[config.mk]
export PLATFORM = sky130hd
export DESIGN_NAME = ordinal_pattern_histogram
export DESIGN_NICKNAME = d
export VERILOG_FILES = /design/src/oph_pkg.sv /design/src/ordinal_pattern_histogram.sv /design/src/oph_cell.sv /design/src/oph_coder.sv /design/src/oph_hist.sv /design/src/oph_fifo.sv
export SDC_FILE = /design/constraint.sdc
export NUM_CORES = 2
export LEC_CHECK = 0
export BUFFER_PORTS_ARGS = -buffer_cell sky130_fd_sc_hd__buf_2
export CAP_MARGIN = 20
export CORE_ASPECT_RATIO = 1.25
export CORE_MARGIN = 3
export CORE_UTILIZATION = 34
export CTS_BUF_LIST = sky130_fd_sc_hd__clkbuf_4 sky130_fd_sc_hd__clkbuf_8 sky130_fd_sc_hd__clkbuf_16
export DETAILED_ROUTE_END_ITERATION = 10
export SETUP_SLACK_MARGIN = 0.5
export SLEW_MARGIN = 10
export SYNTH_ARGS = -nofsm -noshare
export SYNTH_HDL_FRONTEND = slang
export SYNTH_MEMORY_MAX_BITS = 65536
export SYNTH_SLANG_ARGS = --single-unit
[constraint.sdc]
create_clock -name i_clk -period 9.5 [get_ports i_clk]
set_clock_uncertainty 0.1 [all_clocks]
set_input_delay 1.9 -clock i_clk [delete_from_list [all_inputs] [get_ports i_clk]]
set_output_delay 1.9 -clock i_clk [all_outputs]
set_load 0.02 [all_outputs]
[src/oph_pkg.sv]
// ============================================================================
// oph_pkg - shared types and constants of the ordinal pattern histogram
// Opcodes, pipeline token, result record and the factorial table.
// ============================================================================
package oph_pkg;

    // default parameter values
    localparam int MAX_WINDOW_DEF  = 5;
    localparam int COUNT_WIDTH_DEF = 32;

    // fixed field widths
    localparam int SAMPLE_W = 32;
    localparam int OPCODE_W = 2;
    localparam int BIN_W    = 7;
    localparam int LEN_W    = 3;
    localparam int REPORT_W = 32;

    // output queue depth, also the number of results that may be owed
    localparam int FIFO_DEPTH = 8;

    // window length register
    localparam logic [LEN_W-1:0] LEN_RESET = 3'd2;
    localparam logic [LEN_W-1:0] LEN_MIN   = 3'd2;

    // result kinds
    localparam logic RES_PATTERN = 1'b0;
    localparam logic RES_COUNT   = 1'b1;

    // n! for n = 0 .. 7
    localparam int unsigned FACT_TAB [8] = '{1, 1, 2, 6, 24, 120, 720, 5040};

    typedef enum logic [OPCODE_W-1:0] {
        OP_PUSH  = 2'd0,
        OP_READ  = 2'd1,
        OP_CLEAR = 2'd2
    } t_opcode;

    typedef enum logic [1:0] {
        TK_PUSH,
        TK_READ,
        TK_CLEAR
    } t_tok_kind;

    typedef enum logic [1:0] {
        FW_NONE,
        FW_WRITE,
        FW_CLEAR
    } t_fw_kind;

    // one transaction travelling down the pipeline
    typedef struct packed {
        logic             valid;
        t_tok_kind        kind;
        logic [LEN_W-1:0] len;
        logic [BIN_W-1:0] pc;
        logic             in_range;
    } t_token;

    typedef struct packed {
        logic                kind;
        logic [BIN_W-1:0]    pattern_code;
        logic [REPORT_W-1:0] count;
    } t_result;

    function automatic int unsigned fact(input int n);
        return FACT_TAB[n[2:0]];
    endfunction

endpackage

[src/ordinal_pattern_histogram.sv]
// ============================================================================
// ordinal_pattern_histogram - ordinal pattern counter over a sample stream
// Sliding window of signed samples as a row of cells; each full-window push
// counts its Lehmer-coded ordinal pattern in a saturating histogram.
//
//   channel  direction  handshake                     payload
//   in       slave      i_in_valid / o_in_ready       i_opcode i_sample i_bin_index
//   out      master     o_out_valid / i_out_ready     o_kind o_pattern_code o_count
//   cfg      slave      i_cfg_valid / o_cfg_ready     i_cfg_window_length
//
// One transaction per clock while o_in_ready is high; order comparisons
// are made when a sample enters the cell row, so the coding pipeline never
// waits on the window. An accepted transaction passes the input token register,
// the coder rank and sum stages, the count memory read and update, and the output queue.
// o_in_ready drops only while FIFO_DEPTH results are owed to the output.
// Synchronous active-low reset; the histogram is empty at once through
// per-bin valid bits, with no clearing pass. o_cfg_ready is always high.
// ============================================================================
module ordinal_pattern_histogram import oph_pkg::*; #(
    parameter int MAX_WINDOW  = MAX_WINDOW_DEF,
    parameter int COUNT_WIDTH = COUNT_WIDTH_DEF
) (
    input  logic                       i_clk,
    input  logic                       i_rst_n,
    // input transactions
    input  logic                       i_in_valid,
    output logic                       o_in_ready,
    input  logic [OPCODE_W-1:0]        i_opcode,
    input  logic signed [SAMPLE_W-1:0] i_sample,
    input  logic [BIN_W-1:0]           i_bin_index,
    // results
    output logic                       o_out_valid,
    input  logic                       i_out_ready,
    output logic                       o_kind,
    output logic [BIN_W-1:0]           o_pattern_code,
    output logic [REPORT_W-1:0]        o_count,
    // configuration
    input  logic                       i_cfg_valid,
    output logic                       o_cfg_ready,
    input  logic [LEN_W-1:0]           i_cfg_window_length
);

    localparam int BINS   = fact(MAX_WINDOW);
    localparam int CODE_W = $clog2(BINS);
    localparam int FILL_W = $clog2(MAX_WINDOW + 1);
    localparam int CRED_W = $clog2(FIFO_DEPTH + 1);
    localparam int CMP_W  = LEN_W + 1;

    logic [LEN_W-1:0]  r_wlen;
    logic [LEN_W-1:0]  len_eff;
    logic [FILL_W-1:0] r_fill;
    logic [FILL_W-1:0] n_fill;
    logic [FILL_W-1:0] fill_inc;
    logic [CRED_W-1:0] r_credit;
    logic [CRED_W-1:0] n_credit;
    t_token            r_s1_tok;
    t_token            n_tok;
    t_opcode           opcode;
    logic              accept;
    logic              shift;
    logic              owes_result;
    logic              pop;

    logic signed [SAMPLE_W-1:0] w_sample    [MAX_WINDOW];
    logic signed [SAMPLE_W-1:0] w_sample_in [MAX_WINDOW];
    logic [MAX_WINDOW-2:0]      w_gt        [MAX_WINDOW];
    logic [MAX_WINDOW-2:0]      w_gt_in     [MAX_WINDOW];
    logic [MAX_WINDOW-1:0]      w_gt_new;
    logic [MAX_WINDOW-2:0]      w_gt_entry;

    t_token            w_tok2;
    logic [CODE_W-1:0] w_code2;
    logic              w_res_valid;
    t_result           w_res;
    t_result           w_out;

    // configuration register
    assign o_cfg_ready = 1'b1;

    always_ff @(posedge i_clk) begin
        if (!i_rst_n) begin
            r_wlen <= LEN_RESET;
        end else if (i_cfg_valid) begin
            r_wlen <= i_cfg_window_length;
        end
    end

    // clamp the pattern length to the supported range
    always_comb begin
        priority if (r_wlen < LEN_MIN) begin
            len_eff = LEN_MIN;
        end else if (r_wlen > LEN_W'(MAX_WINDOW)) begin
            len_eff = LEN_W'(MAX_WINDOW);
        end else begin
            len_eff = r_wlen;
        end
    end

    // input handshake and credit for owed results
    assign o_in_ready = (r_credit < CRED_W'(FIFO_DEPTH));
    assign accept     = i_in_valid && o_in_ready;
    assign opcode     = t_opcode'(i_opcode);
    assign fill_inc   = (r_fill == FILL_W'(MAX_WINDOW)) ? r_fill : r_fill + FILL_W'(1);

    // decode the accepted transaction into a pipeline token
    always_comb begin
        n_fill         = r_fill;
        shift          = 1'b0;
        n_tok.valid    = 1'b0;
        n_tok.kind     = TK_PUSH;
        n_tok.len      = len_eff;
        n_tok.pc       = i_bin_index;
        n_tok.in_range = (32'(i_bin_index) < 32'(BINS));
        if (accept) begin
            unique case (opcode)
                OP_PUSH: begin
                    shift  = 1'b1;
                    n_fill = fill_inc;
                    if (CMP_W'(fill_inc) >= CMP_W'(len_eff)) begin
                        n_tok.valid = 1'b1;
                    end
                end
                OP_READ: begin
                    n_tok.valid = 1'b1;
                    n_tok.kind  = TK_READ;
                end
                OP_CLEAR: begin
                    n_fill      = '0;
                    n_tok.valid = 1'b1;
                    n_tok.kind  = TK_CLEAR;
                end
                default: begin
                end
            endcase
        end
    end

    assign owes_result = n_tok.valid && (n_tok.kind != TK_CLEAR);
    assign pop         = o_out_valid && i_out_ready;
    assign n_credit    = r_credit + CRED_W'(owes_result) - CRED_W'(pop);

    always_ff @(posedge i_clk) begin
        if (!i_rst_n) begin
            r_fill         <= '0;
            r_credit       <= '0;
            r_s1_tok.valid <= 1'b0;
        end else begin
            r_fill         <= n_fill;
            r_credit       <= n_credit;
            r_s1_tok.valid <= n_tok.valid;
        end
        r_s1_tok.kind     <= n_tok.kind;
        r_s1_tok.len      <= n_tok.len;
        r_s1_tok.pc       <= n_tok.pc;
        r_s1_tok.in_range <= n_tok.in_range;
    end

    // neighbor wiring of the cell row, newest sample enters the top cell
    always_comb begin
        for (int d = 0; d < MAX_WINDOW - 1; d++) begin
            w_gt_entry[d] = w_gt_new[MAX_WINDOW-1-d];
        end
        for (int k = 0; k < MAX_WINDOW; k++) begin
            if (k == MAX_WINDOW - 1) begin
                w_sample_in[k] = i_sample;
                w_gt_in[k]     = w_gt_entry;
            end else begin
                w_sample_in[k] = w_sample[k+1];
                w_gt_in[k]     = w_gt[k+1];
            end
        end
    end

    for (genvar k = 0; k < MAX_WINDOW; k++) begin : g_cell
        oph_cell #(
            .MAX_WINDOW (MAX_WINDOW)
        ) u_cell (
            .i_clk        (i_clk),
            .i_shift      (shift),
            .i_new_sample (i_sample),
            .i_sample_in  (w_sample_in[k]),
            .i_gt_in      (w_gt_in[k]),
            .o_sample     (w_sample[k]),
            .o_gt         (w_gt[k]),
            .o_gt_new     (w_gt_new[k])
        );
    end

    // pattern coding
    oph_coder #(
        .MAX_WINDOW (MAX_WINDOW)
    ) u_coder (
        .i_clk   (i_clk),
        .i_rst_n (i_rst_n),
        .i_tok   (r_s1_tok),
        .i_gt    (w_gt),
        .o_tok   (w_tok2),
        .o_code  (w_code2)
    );

    // histogram update and read
    oph_hist #(
        .MAX_WINDOW  (MAX_WINDOW),
        .COUNT_WIDTH (COUNT_WIDTH)
    ) u_hist (
        .i_clk       (i_clk),
        .i_rst_n     (i_rst_n),
        .i_tok       (w_tok2),
        .i_code      (w_code2),
        .o_res_valid (w_res_valid),
        .o_res       (w_res)
    );

    // output queue
    oph_fifo u_fifo (
        .i_clk   (i_clk),
        .i_rst_n (i_rst_n),
        .i_wr    (w_res_valid),
        .i_data  (w_res),
        .i_ready (i_out_ready),
        .o_valid (o_out_valid),
        .o_data  (w_out)
    );

    assign o_kind         = w_out.kind;
    assign o_pattern_code = w_out.pattern_code;
    assign o_count        = w_out.count;

    // checks
    a_credit_bound: assert property (@(posedge i_clk) disable iff (!i_rst_n)
        r_credit <= CRED_W'(FIFO_DEPTH))
        else $error("owed result count beyond queue depth");

    a_result_credited: assert property (@(posedge i_clk) disable iff (!i_rst_n)
        w_res_valid |-> (r_credit != '0))
        else $error("result produced without an owed credit");

    a_push_full_window: assert property (@(posedge i_clk) disable iff (!i_rst_n)
        (r_s1_tok.valid && (r_s1_tok.kind == TK_PUSH))
            |-> (CMP_W'(r_fill) >= CMP_W'(r_s1_tok.len)))
        else $error("pattern coded from a window that is not full");

endmodule

[src/oph_cell.sv]
// ============================================================================
// oph_cell - one window position
// Holds a sample and the order bits against its older neighbors, and passes
// both to the next older cell on a push.
// ============================================================================
module oph_cell import oph_pkg::*; #(
    parameter int MAX_WINDOW = MAX_WINDOW_DEF
) (
    input  logic                       i_clk,
    input  logic                       i_shift,
    input  logic signed [SAMPLE_W-1:0] i_new_sample,
    input  logic signed [SAMPLE_W-1:0] i_sample_in,
    input  logic [MAX_WINDOW-2:0]      i_gt_in,
    output logic signed [SAMPLE_W-1:0] o_sample,
    output logic [MAX_WINDOW-2:0]      o_gt,
    output logic                       o_gt_new
);

    logic signed [SAMPLE_W-1:0] r_sample;
    logic signed [SAMPLE_W-1:0] n_sample;
    // bit d: the sample d+1 places older is strictly greater than this one
    logic [MAX_WINDOW-2:0]      r_gt;
    logic [MAX_WINDOW-2:0]      n_gt;

    // take the neighbor's contents on a push
    always_comb begin
        n_sample = r_sample;
        n_gt     = r_gt;
        if (i_shift) begin
            n_sample = i_sample_in;
            n_gt     = i_gt_in;
        end
    end

    always_ff @(posedge i_clk) begin
        r_sample <= n_sample;
        r_gt     <= n_gt;
    end

    // compare the held sample against the one being pushed
    assign o_gt_new = (r_sample > i_new_sample);
    assign o_sample = r_sample;
    assign o_gt     = r_gt;

endmodule

[src/oph_coder.sv]
// ============================================================================
// oph_coder - pattern coding pipeline
// Stage one counts ranks and inversions from the cell order bits, stage two
// sums the factorial-weighted digits into the Lehmer code.
// ============================================================================
module oph_coder import oph_pkg::*; #(
    parameter int MAX_WINDOW = MAX_WINDOW_DEF
) (
    input  logic                    i_clk,
    input  logic                    i_rst_n,
    input  t_token                  i_tok,
    input  logic [MAX_WINDOW-2:0]   i_gt [MAX_WINDOW],
    output t_token                  o_tok,
    output logic [$clog2(fact(MAX_WINDOW))-1:0] o_code
);

    localparam int BINS   = fact(MAX_WINDOW);
    localparam int CODE_W = $clog2(BINS);
    localparam int RW     = $clog2(MAX_WINDOW);
    localparam int CMP_W  = LEN_W + 1;

    logic                act    [MAX_WINDOW];
    logic [RW-1:0]       n_c    [MAX_WINDOW];
    logic [RW-1:0]       n_rank [MAX_WINDOW];
    logic [LEN_W-1:0]    n_w    [MAX_WINDOW];
    logic [RW-1:0]       r_c    [MAX_WINDOW];
    logic [LEN_W-1:0]    r_w    [MAX_WINDOW];
    t_token              r_tok1;
    t_token              r_tok2;
    t_token              n_tok2;
    logic [CODE_W-1:0]   n_sum;
    logic [CODE_W-1:0]   n_code;
    logic [CODE_W-1:0]   r_code;
    logic [CODE_W+BIN_W-1:0] bin_ext;
    logic [CODE_W+BIN_W-1:0] sum_ext;

    // positions inside the current pattern length
    always_comb begin
        for (int i = 0; i < MAX_WINDOW; i++) begin
            act[i] = ({1'b0, i_tok.len} + CMP_W'(i)) >= CMP_W'(MAX_WINDOW);
        end
    end

    // rank and count of greater earlier samples, per position
    always_comb begin
        for (int i = 0; i < MAX_WINDOW; i++) begin
            n_c[i]    = '0;
            n_rank[i] = '0;
            for (int j = 0; j < i; j++) begin
                if (act[j]) begin
                    if (i_gt[i][i-1-j]) begin
                        n_c[i] = n_c[i] + RW'(1);
                    end else begin
                        n_rank[i] = n_rank[i] + RW'(1);
                    end
                end
            end
            for (int j = i + 1; j < MAX_WINDOW; j++) begin
                if (i_gt[j][j-1-i]) begin
                    n_rank[i] = n_rank[i] + RW'(1);
                end
            end
            // digit weight index is the number of samples ranked above
            n_w[i] = i_tok.len - LEN_W'(1) - LEN_W'(n_rank[i]);
            if (!act[i]) begin
                n_c[i] = '0;
                n_w[i] = '0;
            end
        end
    end

    // stage one registers
    always_ff @(posedge i_clk) begin
        if (!i_rst_n) begin
            r_tok1.valid <= 1'b0;
        end else begin
            r_tok1.valid <= i_tok.valid;
        end
        r_tok1.kind     <= i_tok.kind;
        r_tok1.len      <= i_tok.len;
        r_tok1.pc       <= i_tok.pc;
        r_tok1.in_range <= i_tok.in_range;
        for (int i = 0; i < MAX_WINDOW; i++) begin
            r_c[i] <= n_c[i];
            r_w[i] <= n_w[i];
        end
    end

    // weighted digit sum
    always_comb begin
        n_sum = '0;
        for (int i = 0; i < MAX_WINDOW; i++) begin
            n_sum = n_sum + CODE_W'(r_c[i]) * CODE_W'(FACT_TAB[r_w[i]]);
        end
    end

    assign bin_ext = {{CODE_W{1'b0}}, r_tok1.pc};
    assign sum_ext = {{BIN_W{1'b0}}, n_sum};

    // a read carries its bin, a push its fresh code
    always_comb begin
        n_tok2 = r_tok1;
        n_code = n_sum;
        if (r_tok1.kind == TK_READ) begin
            n_code = bin_ext[CODE_W-1:0];
        end else begin
            n_tok2.pc = sum_ext[BIN_W-1:0];
        end
    end

    // stage two registers
    always_ff @(posedge i_clk) begin
        if (!i_rst_n) begin
            r_tok2.valid <= 1'b0;
        end else begin
            r_tok2.valid <= n_tok2.valid;
        end
        r_tok2.kind     <= n_tok2.kind;
        r_tok2.len      <= n_tok2.len;
        r_tok2.pc       <= n_tok2.pc;
        r_tok2.in_range <= n_tok2.in_range;
        r_code          <= n_code;
    end

    assign o_tok  = r_tok2;
    assign o_code = r_code;

endmodule

[src/oph_hist.sv]
// ============================================================================
// oph_hist - pattern count store
// Count memory with per-bin valid bits, registered read, one-deep write
// forwarding and saturating update.
// ============================================================================
module oph_hist import oph_pkg::*; #(
    parameter int MAX_WINDOW  = MAX_WINDOW_DEF,
    parameter int COUNT_WIDTH = COUNT_WIDTH_DEF
) (
    input  logic                    i_clk,
    input  logic                    i_rst_n,
    input  t_token                  i_tok,
    input  logic [$clog2(fact(MAX_WINDOW))-1:0] i_code,
    output logic                    o_res_valid,
    output t_result                 o_res
);

    localparam int BINS   = fact(MAX_WINDOW);
    localparam int CODE_W = $clog2(BINS);

    logic [COUNT_WIDTH-1:0] r_mem [BINS];
    logic [BINS-1:0]        r_vbit;
    t_token                 r_tok;
    logic [CODE_W-1:0]      r_code;
    logic [COUNT_WIDTH-1:0] r_rd_data;
    logic                   r_rd_vbit;
    t_fw_kind               r_fw_kind;
    t_fw_kind               n_fw_kind;
    logic [CODE_W-1:0]      r_fw_code;
    logic [COUNT_WIDTH-1:0] r_fw_cnt;
    logic [COUNT_WIDTH-1:0] old_cnt;
    logic [COUNT_WIDTH-1:0] bumped;
    logic [COUNT_WIDTH-1:0] value;
    logic [COUNT_WIDTH+REPORT_W-1:0] value_ext;
    logic                   do_write;
    logic                   do_clear;

    // registered read of count and valid bit, stage token
    always_ff @(posedge i_clk) begin
        if (!i_rst_n) begin
            r_tok.valid <= 1'b0;
        end else begin
            r_tok.valid <= i_tok.valid;
        end
        r_rd_data <= r_mem[i_code];
        r_rd_vbit <= r_vbit[i_code];
        r_code    <= i_code;
        r_tok.kind     <= i_tok.kind;
        r_tok.len      <= i_tok.len;
        r_tok.pc       <= i_tok.pc;
        r_tok.in_range <= i_tok.in_range;
    end

    assign do_write = r_tok.valid && (r_tok.kind == TK_PUSH);
    assign do_clear = r_tok.valid && (r_tok.kind == TK_CLEAR);

    // current count, with the update made at the edge of the read
    always_comb begin
        priority if (r_fw_kind == FW_CLEAR) begin
            old_cnt = '0;
        end else if ((r_fw_kind == FW_WRITE) && (r_fw_code == r_code)) begin
            old_cnt = r_fw_cnt;
        end else if (r_rd_vbit) begin
            old_cnt = r_rd_data;
        end else begin
            old_cnt = '0;
        end
        bumped = (&old_cnt) ? old_cnt : old_cnt + COUNT_WIDTH'(1);
    end

    // count write
    always_ff @(posedge i_clk) begin
        if (do_write) begin
            r_mem[r_code] <= bumped;
        end
        r_fw_code <= r_code;
        r_fw_cnt  <= bumped;
    end

    always_comb begin
        n_fw_kind = FW_NONE;
        if (do_clear) begin
            n_fw_kind = FW_CLEAR;
        end else if (do_write) begin
            n_fw_kind = FW_WRITE;
        end
    end

    // control: valid bits and forwarding record
    always_ff @(posedge i_clk) begin
        if (!i_rst_n) begin
            r_vbit      <= '0;
            r_fw_kind   <= FW_NONE;
        end else begin
            r_fw_kind   <= n_fw_kind;
            if (do_clear) begin
                r_vbit <= '0;
            end else if (do_write) begin
                r_vbit[r_code] <= 1'b1;
            end
        end
    end

    // result value and report saturation
    always_comb begin
        if (r_tok.kind == TK_PUSH) begin
            value = bumped;
        end else if (r_tok.in_range) begin
            value = old_cnt;
        end else begin
            value = '0;
        end
    end

    assign value_ext = {{REPORT_W{1'b0}}, value};

    assign o_res_valid        = r_tok.valid && (r_tok.kind != TK_CLEAR);
    assign o_res.kind         = (r_tok.kind == TK_READ) ? RES_COUNT : RES_PATTERN;
    assign o_res.pattern_code = r_tok.pc;
    assign o_res.count        = (|value_ext[COUNT_WIDTH+REPORT_W-1:REPORT_W])
                                ? {REPORT_W{1'b1}} : value_ext[REPORT_W-1:0];

endmodule

[src/oph_fifo.sv]
// ============================================================================
// oph_fifo - result queue
// Small register queue between the pipeline and the output channel.
// ============================================================================
module oph_fifo import oph_pkg::*; (
    input  logic    i_clk,
    input  logic    i_rst_n,
    input  logic    i_wr,
    input  t_result i_data,
    input  logic    i_ready,
    output logic    o_valid,
    output t_result o_data
);

    localparam int PTR_W = $clog2(FIFO_DEPTH);
    localparam int CNT_W = $clog2(FIFO_DEPTH + 1);

    t_result          r_buf [FIFO_DEPTH];
    logic [PTR_W-1:0] r_wr_ptr;
    logic [PTR_W-1:0] r_rd_ptr;
    logic [CNT_W-1:0] r_cnt;
    logic [PTR_W-1:0] n_wr_ptr;
    logic [PTR_W-1:0] n_rd_ptr;
    logic [CNT_W-1:0] n_cnt;
    logic             pop;

    assign o_valid = (r_cnt != '0);
    assign o_data  = r_buf[r_rd_ptr];
    assign pop     = o_valid && i_ready;

    // pointer and fill count update
    always_comb begin
        n_wr_ptr = r_wr_ptr;
        n_rd_ptr = r_rd_ptr;
        n_cnt    = r_cnt + CNT_W'(i_wr) - CNT_W'(pop);
        if (i_wr) begin
            n_wr_ptr = (r_wr_ptr == PTR_W'(FIFO_DEPTH - 1)) ? '0 : r_wr_ptr + PTR_W'(1);
        end
        if (pop) begin
            n_rd_ptr = (r_rd_ptr == PTR_W'(FIFO_DEPTH - 1)) ? '0 : r_rd_ptr + PTR_W'(1);
        end
    end

    always_ff @(posedge i_clk) begin
        if (!i_rst_n) begin
            r_wr_ptr <= '0;
            r_rd_ptr <= '0;
            r_cnt    <= '0;
        end else begin
            r_wr_ptr <= n_wr_ptr;
            r_rd_ptr <= n_rd_ptr;
            r_cnt    <= n_cnt;
        end
    end

    // entry storage
    always_ff @(posedge i_clk) begin
        if (i_wr) begin
            r_buf[r_wr_ptr] <= i_data;
        end
    end

endmodule

* After elaboration in Yosys (flattened, before gate mapping) *
Memories as Yosys holds them, arrays and structs flattened. A register that Yosys moved wholly into a read port is not among the register bits.
Cells that the tools add are included.

word-level totals
  bits in registers = 367
  bits in writable memories = 4190
  ROM bits = 1280
  output and inout port bits = 43
  word-level logic and storage cells = 252
  memories = 9

memory list
  name              words  bits a word  read ports  clocked after Yosys merged registers in  write ports  line             RTL
  u_hist.r_mem      120    32           1           1                                        1            oph_hist.sv:21   logic [COUNT_WIDTH-1:0] r_mem [BINS];
  u_fifo.r_buf      8      40           1           1                                        1            oph_fifo.sv:18   t_result r_buf [FIFO_DEPTH];
  (name not given)  8      32           1           0                                        0            oph_coder.sv:93  n_sum = n_sum + CODE_W'(r_c[i]) * CODE_W'(FACT_TAB[r_w[i]]);
  (name not given)  8      32           1           0                                        0            oph_coder.sv:93
  (name not given)  8      32           1           0                                        0            oph_coder.sv:93
  (name not given)  8      32           1           0                                        0            oph_coder.sv:93
  +3 memories       n/a    n/a          n/a         n/a                                      n/a          n/a

operators by class
  add/subtract/negate cells = 43
  multiply operators = 5
  magnitude comparators = 22
  equal/unequal tests = 13
  muxes and demuxes = 100
  bitwise operators = 7
  reductions and logical operators = 16

operator list
  cell                                                                                  number
  32-bit two-way mux                                                                    6
  3-bit two-way mux                                                                     55
  32-bit > comparator                                                                   4
  120-bit bitwise OR                                                                    1
  7-bit two-way mux                                                                     11
  3-bit by 1-bit adder with 3-bit output (second input constant)                        22
  3-bit by 7-bit multiplier with 7-bit output                                           5
  32-bit by 1-bit adder with 32-bit output (second input constant)                      1
  32-bit AND reduction                                                                  1
  7-bit adder                                                                           4
  4-bit greater-or-equal comparator (second input constant)                             5
  1-bit two-way mux                                                                     20
  3-bit NOT with 4-bit output                                                           5
  4-bit by 3-bit greater-or-equal comparator with 1-bit output (second input constant)  4
  7-bit by 8-bit < comparator with 1-bit output (second input constant)                 2
  3-bit subtractor                                                                      5
  3-bit == test (second input constant)                                                 3
  3-bit by 2-bit adder with 4-bit output (second input constant)                        2
  4-bit by 1-bit adder with 4-bit output                                                2
  2-bit by 1-bit == test with 1-bit output (second input constant)                      4
  1-bit logical AND                                                                     8
  4-bit by 1-bit subtractor with 4-bit output                                           2
  1-bit binary-select mux with 7-bit select                                             1
  1-bit demux with 7-bit select                                                         1
  other kinds (24)                                                                      32

* Logic depth before layout (Yosys ltp) *
  word-level depth = 13
  mapped depth = 21
  mapped depth without buffers = 21

* By module *
A second synthesis with hierarchy kept.

second synthesis, totals
  cell total of the unflattened synthesis = 8698
  area total of the unflattened synthesis = 183355.9 um2

modules (own cells, without submodules)
  module                     times used  cells an instance  area each (um2)  seq. area each (um2)
  oph_hist                   1           6903               155689.3         119554.7
  oph_fifo                   1           536                12997.5          9869.5
  oph_cell                   5           149                1885.6           1081.0
  oph_coder                  1           407                4119.0           980.9
  ordinal_pattern_histogram  1           107                1122.3           480.5

* Worst setup path after synthesis *
No wires, ideal clock.

  kind = register to register
  start = register u_hist.o_res[35] (netlist name)
  end = memory u_hist.r_mem[0][22] (netlist name), data pin
  library setup time = 0.891 ns
  arrival time = 6.906 ns
  required time = 8.509 ns
  slack = 1.604 ns
  stages on the path, launching flop included = 17
  buffers on the path = 6
  path through = dfxtp_1 > buf_2 > xnor2_1 > nand4_1 > nor2_1 > buf_2 > buf_2 > buf_2 > buf_1 > a21oi_1 > nor2_1 > ha_1 > buf_2 > and4_1 > o21ai_1 > or4_1 > xnor2_1

RTL lines
  what       line
  to (decl)  oph_hist.sv:21

==> reports/summary.txt <==
Clock latency at the later pin of the worst-skew pair: 1.04 ns
Power per standard cell area: 275.1 nW/um^2
Critical Path Fanout Max: 65
Die ar.: 537,100 um^2
Number of enable flip-flop cells after synthesis: 4,298
Worst slack after detailed placement: 3.121 ns
Average wire per cell in the routed design: 30.95 um
Area growth, synth to finish: 14.63%
Peak supply drop: 0.0002465 V
Remaining antenna violation count: 0
Most frequently used flop master after synthesis: sky130_fd_sc_hd__edfxtp_1
Total GRT Usage: 18.18%
Required @ worst endpoint: 10.05 ns
Routed vias: 89,190
Worst hold slack after final layout: 0.1962 ns
Share of final-layout standard cells stronger than drive strength 1: 29.57%
Netlist cell types: 84
Leading cell types in the layout, fill and taps excluded: 4,298 x sky130_fd_sc_hd__edfxtp_1, 1,273 x sky130_fd_sc_hd__mux4_2, 420 x sky130_fd_sc_hd__clkbuf_16
Mean Syn Cell Area: 21.65 um^2
Weighted congestion at the end of routability-driven global placement: 0.8694
Crit share post-route: 69.84%
Maximum number of pins on one net before global-route repair: 128
Number of sinks driven by the clock tree: 4,583
Number of warnings reported in the yosys synthesis log: 0
Antenna violations before repair: 44
Maximum level of the CTS H-tree: 5
Post-detailed-route via-to-cell ratio: 5.533
Cells along the critical path: xnor2_1 -> nand4_1 -> nor2_4 -> buf_4 -> a21oi_1 -> nor2_1 -> ha_1 -> inv_1 -> a21o_1 -> or4b_1 -> a21oi_1 -> xor2_4 -> buf_4 -> buf_4
Total standard cell area after synthesis: 179,600 um^2
Critical Path Slowest Stage Cell: sky130_fd_sc_hd__dfxtp_1
Wire length after detailed routing: 498,900 um
Setup TNS after final layout: 0 ns
Placeable Area: 524,700 um^2
DR iter-0 viols: 10,910
Number of global-route vias before repair: 90,460
Port Buffer Count: 90
Post-CTS clock slew at the launch and capture registers of the worst setup and hold paths: 0.06 ns
Remaining routing DRC violations: 0
Worst endpoint data arrival time: 7.19 ns
Final Total Pwr: 0.05664 W
Top cell family by delay on the critical path: buffers and inverters
Sequential share of the synthesized area: 75.03%
Register bit total from synthesis: 4,583
Worst hold path type: reg2reg
Measured slew at the worst slew-check pin: 1.208 ns
Worst min-delay path endpoint: u_coder.n_tok2[12]$_DFF_P_
Hold Vio Cnt, Final: 0
Detailed placement HPWL: 280,700 um
Type of element launching the critical path: register
Kind of end point of the critical path: register
Worst relative slew slack: 18.65%
Num ports: 92
Detailed-router iteration count before antenna repair: 6
Quantity of hold-fixing buffers added after cts: 0
Minimum clock period after layout: 6.635 ns
RSZ-0062 raised after global routing: false
Slack of the critical path: 2.865 ns
Final core area utilization: 39.24%
Post-CTS Resized: 0
Crit Path Class: reg2reg
Overflow left after global routing: 0
Clock Path Buffers: 4
Run status: complete, no violations
Register-to-register path setup slack: 2.87 ns
Most common library cell in the layout ignoring fill and taps: sky130_fd_sc_hd__edfxtp_1
Global-route wire length before repair: 700,700 um
Mapped Cells: 8,295
Final nets: 9,003
Register-to-Register Path Depth: 14
Reg2Reg Launch Point: u_hist.o_res[35]$_DFF_P_
Depth of the worst hold-timing path: 0
Max-Cap Viols: 0
Fmax achieved: 150.7 MHz
Count of pins over their slew limit: 0
Initial standard-cell utilization of the core: 34.23%
Post-Synthesis Net Count: 8,592
Final setup fails: 0
Hold path start: r_s1_tok[12]$_DFF_P_
Standard-cell rows: 297
Total clock buffers created by CTS: 418
CP bufs+invs: 4
Total leakage power: 65.15 nW
Crit path top cell by count: sky130_fd_sc_hd__buf_4
Height of the die: 818.6 um
Horizontal die dimension: 656.1 um
Total setup buffers inserted after CTS: 0
End of the worst register-to-register path: u_hist.r_mem[20][18]$_DFFE_PP_
Peak per-stage delay on the critical path: 0.72 ns
Fraction of registers with async set or reset after synthesis: 0%
CTS tree: yes
Root buffer cell: sky130_fd_sc_hd__clkbuf_16
-- cells by family after synthesis --
logic type | after synthesis | share of synthesized area, %
adders and majority gates | 249 | 1.875
AOI/OAI and AO/OA | 576 | 2.140
DFF | 4583 | 75.03
and+or+nand+nor | 820 | 2.238
buffers and inverters | 513 | 1.202
muxes | 1457 | 17.04
xor gates and xnor gates | 96 | 0.4681
other | 1 | 0.002088
-- synthesized netlist by cell type (all sizes together) (34+ instances only) --
| master | instances | area (um^2) |
|---|---|---|
| nor2 | 265 | 994.7 |
| clkbuf | 199 | 747.0 |
| buf | 208 | 1013 |
| ha | 214 | 2678 |
| a31oi | 37 | 231.5 |
| a21oi | 125 | 629.4 |
| o21a | 136 | 1021 |
| mux4 | 1273 | 28670 |
| inv | 106 | 397.9 |
| nand3 | 62 | 310.3 |
| nand4 | 49 | 312.8 |
| edfxtp | 4298 | 129100 |
| o21ai | 86 | 430.4 |
| mux2 | 80 | 900.9 |
| xor2 | 38 | 332.8 |
| nand2 | 197 | 742.0 |
| a21o | 39 | 294.0 |
| dfxtp | 285 | 5705 |
| nor2b | 50 | 312.8 |
| xnor2 | 58 | 508.0 |
| mux2i | 104 | 1041 |
| and2 | 45 | 281.5 |
| fa | 34 | 680.7 |
-- per-stage QoR --
step	cell area, um^2	cells
2_1_floorplan	179600	8295
3_3_place_gp	191000	15300
3_5_place_dp	191100	15310
4_1_cts	205800	16090
5_1_grt	205900	16110
6_report	205900	16120
-- registers in the layout, summed over array words and instances (netlist names), 2 cells and up, named ones only --
name / cells
g_cell.u_cell.o_sample: 128
u_fifo.r_buf: 320
u_coder.r_c: 9
u_coder.r_w: 12
u_hist.r_fw_code: 7
u_coder.o_tok: 11
u_fifo.r_wr_ptr: 3
r_s1_tok: 14
r_wlen: 3
u_fifo.r_rd_ptr: 3
u_coder.bin_ext: 7
r_credit: 4
r_fill: 3
u_hist.r_rd_data: 32
u_hist.o_res: 7
u_hist.r_mem: 3840
u_fifo.r_cnt: 4
u_hist.r_vbit: 120
u_hist.r_fw_cnt: 32
u_hist.r_fw_kind: 2
u_hist.r_tok: 4
u_coder.n_tok2: 4
g_cell.u_cell.o_gt: 10
-- metal layers --
layer / GRT usage (%) / up-vias / wire (um)
li1: - / 35500 / -
met4: 7.491 / 14 / 23000
met5: 0 / - / 96
met3: 3.024 / 821 / 38530
met2: 30.62 / 4219 / 246800
met1: 23.39 / 48630 / 190500
-- final cells by class --
cell class | instances | area, um^2
Timing Repair Buffer | 398 | 3067
Antenna cell | 23 | 57.56
Inverter | 106 | 402.9
Clock inverter | 249 | 3182
Tap cell | 7026 | 8791
Multi-Input combinational cell | 3199 | 44100
Fill cell | 46190 | 318800
Clock buffer | 536 | 11500
Sequential cell | 4583 | 134800
-- report_power, final --
group          switching [W]  internal (W)  total [W]  leakage, nW
Clock                0.00760        0.0102     0.0178         7.22
Combinational        0.00894       0.00549     0.0144         16.1
Sequential          0.000548        0.0239     0.0244         41.8
Total                 0.0171        0.0395     0.0566         65.1
-- worst max path at each step --
| stage | start | to | slack (ns) | cells past startpoint |
|---|---|---|---|---|
| final | u_hist.o_res[35]$_DFF_P_ | u_hist.r_mem[20][18]$_DFFE_PP_ | 2.87 | 14 |
| after detailed placement | u_hist.o_res[35]$_DFF_P_ | u_hist.r_mem[17][18]$_DFFE_PP_ | 3.12 | 14 |
| after global placement | u_hist.o_res[35]$_DFF_P_ | u_hist.r_mem[52][18]$_DFFE_PP_ | 3.31 | 14 |
| after CTS | u_hist.o_res[35]$_DFF_P_ | u_hist.r_mem[20][18]$_DFFE_PP_ | 3.04 | 14 |
| after floorplan | u_hist.o_res[35]$_DFF_P_ | u_hist.r_mem[0][22]$_DFFE_PP_ | 1.60 | 16 |
| after global routing | u_hist.o_res[38]$_DFF_P_ | u_hist.r_mem[21][18]$_DFFE_PP_ | 2.62 | 14 |
-- worst register-to-register path: stages (launching register included) --
cell                      delay (ns)
sky130_fd_sc_hd__dfxtp_1        0.72
sky130_fd_sc_hd__xnor2_1        0.23
sky130_fd_sc_hd__nand4_1        0.27
sky130_fd_sc_hd__nor2_4         0.16
sky130_fd_sc_hd__buf_4          0.48
sky130_fd_sc_hd__a21oi_1        0.18
sky130_fd_sc_hd__nor2_1         0.29
sky130_fd_sc_hd__ha_1           0.59
sky130_fd_sc_hd__inv_1          0.21
sky130_fd_sc_hd__a21o_1         0.20
sky130_fd_sc_hd__or4b_1         0.71
sky130_fd_sc_hd__a21oi_1        0.53
sky130_fd_sc_hd__xor2_4         0.17
sky130_fd_sc_hd__buf_4          0.62
sky130_fd_sc_hd__buf_4          0.67
Note: power is estimated with default switching activity, not from simulation.
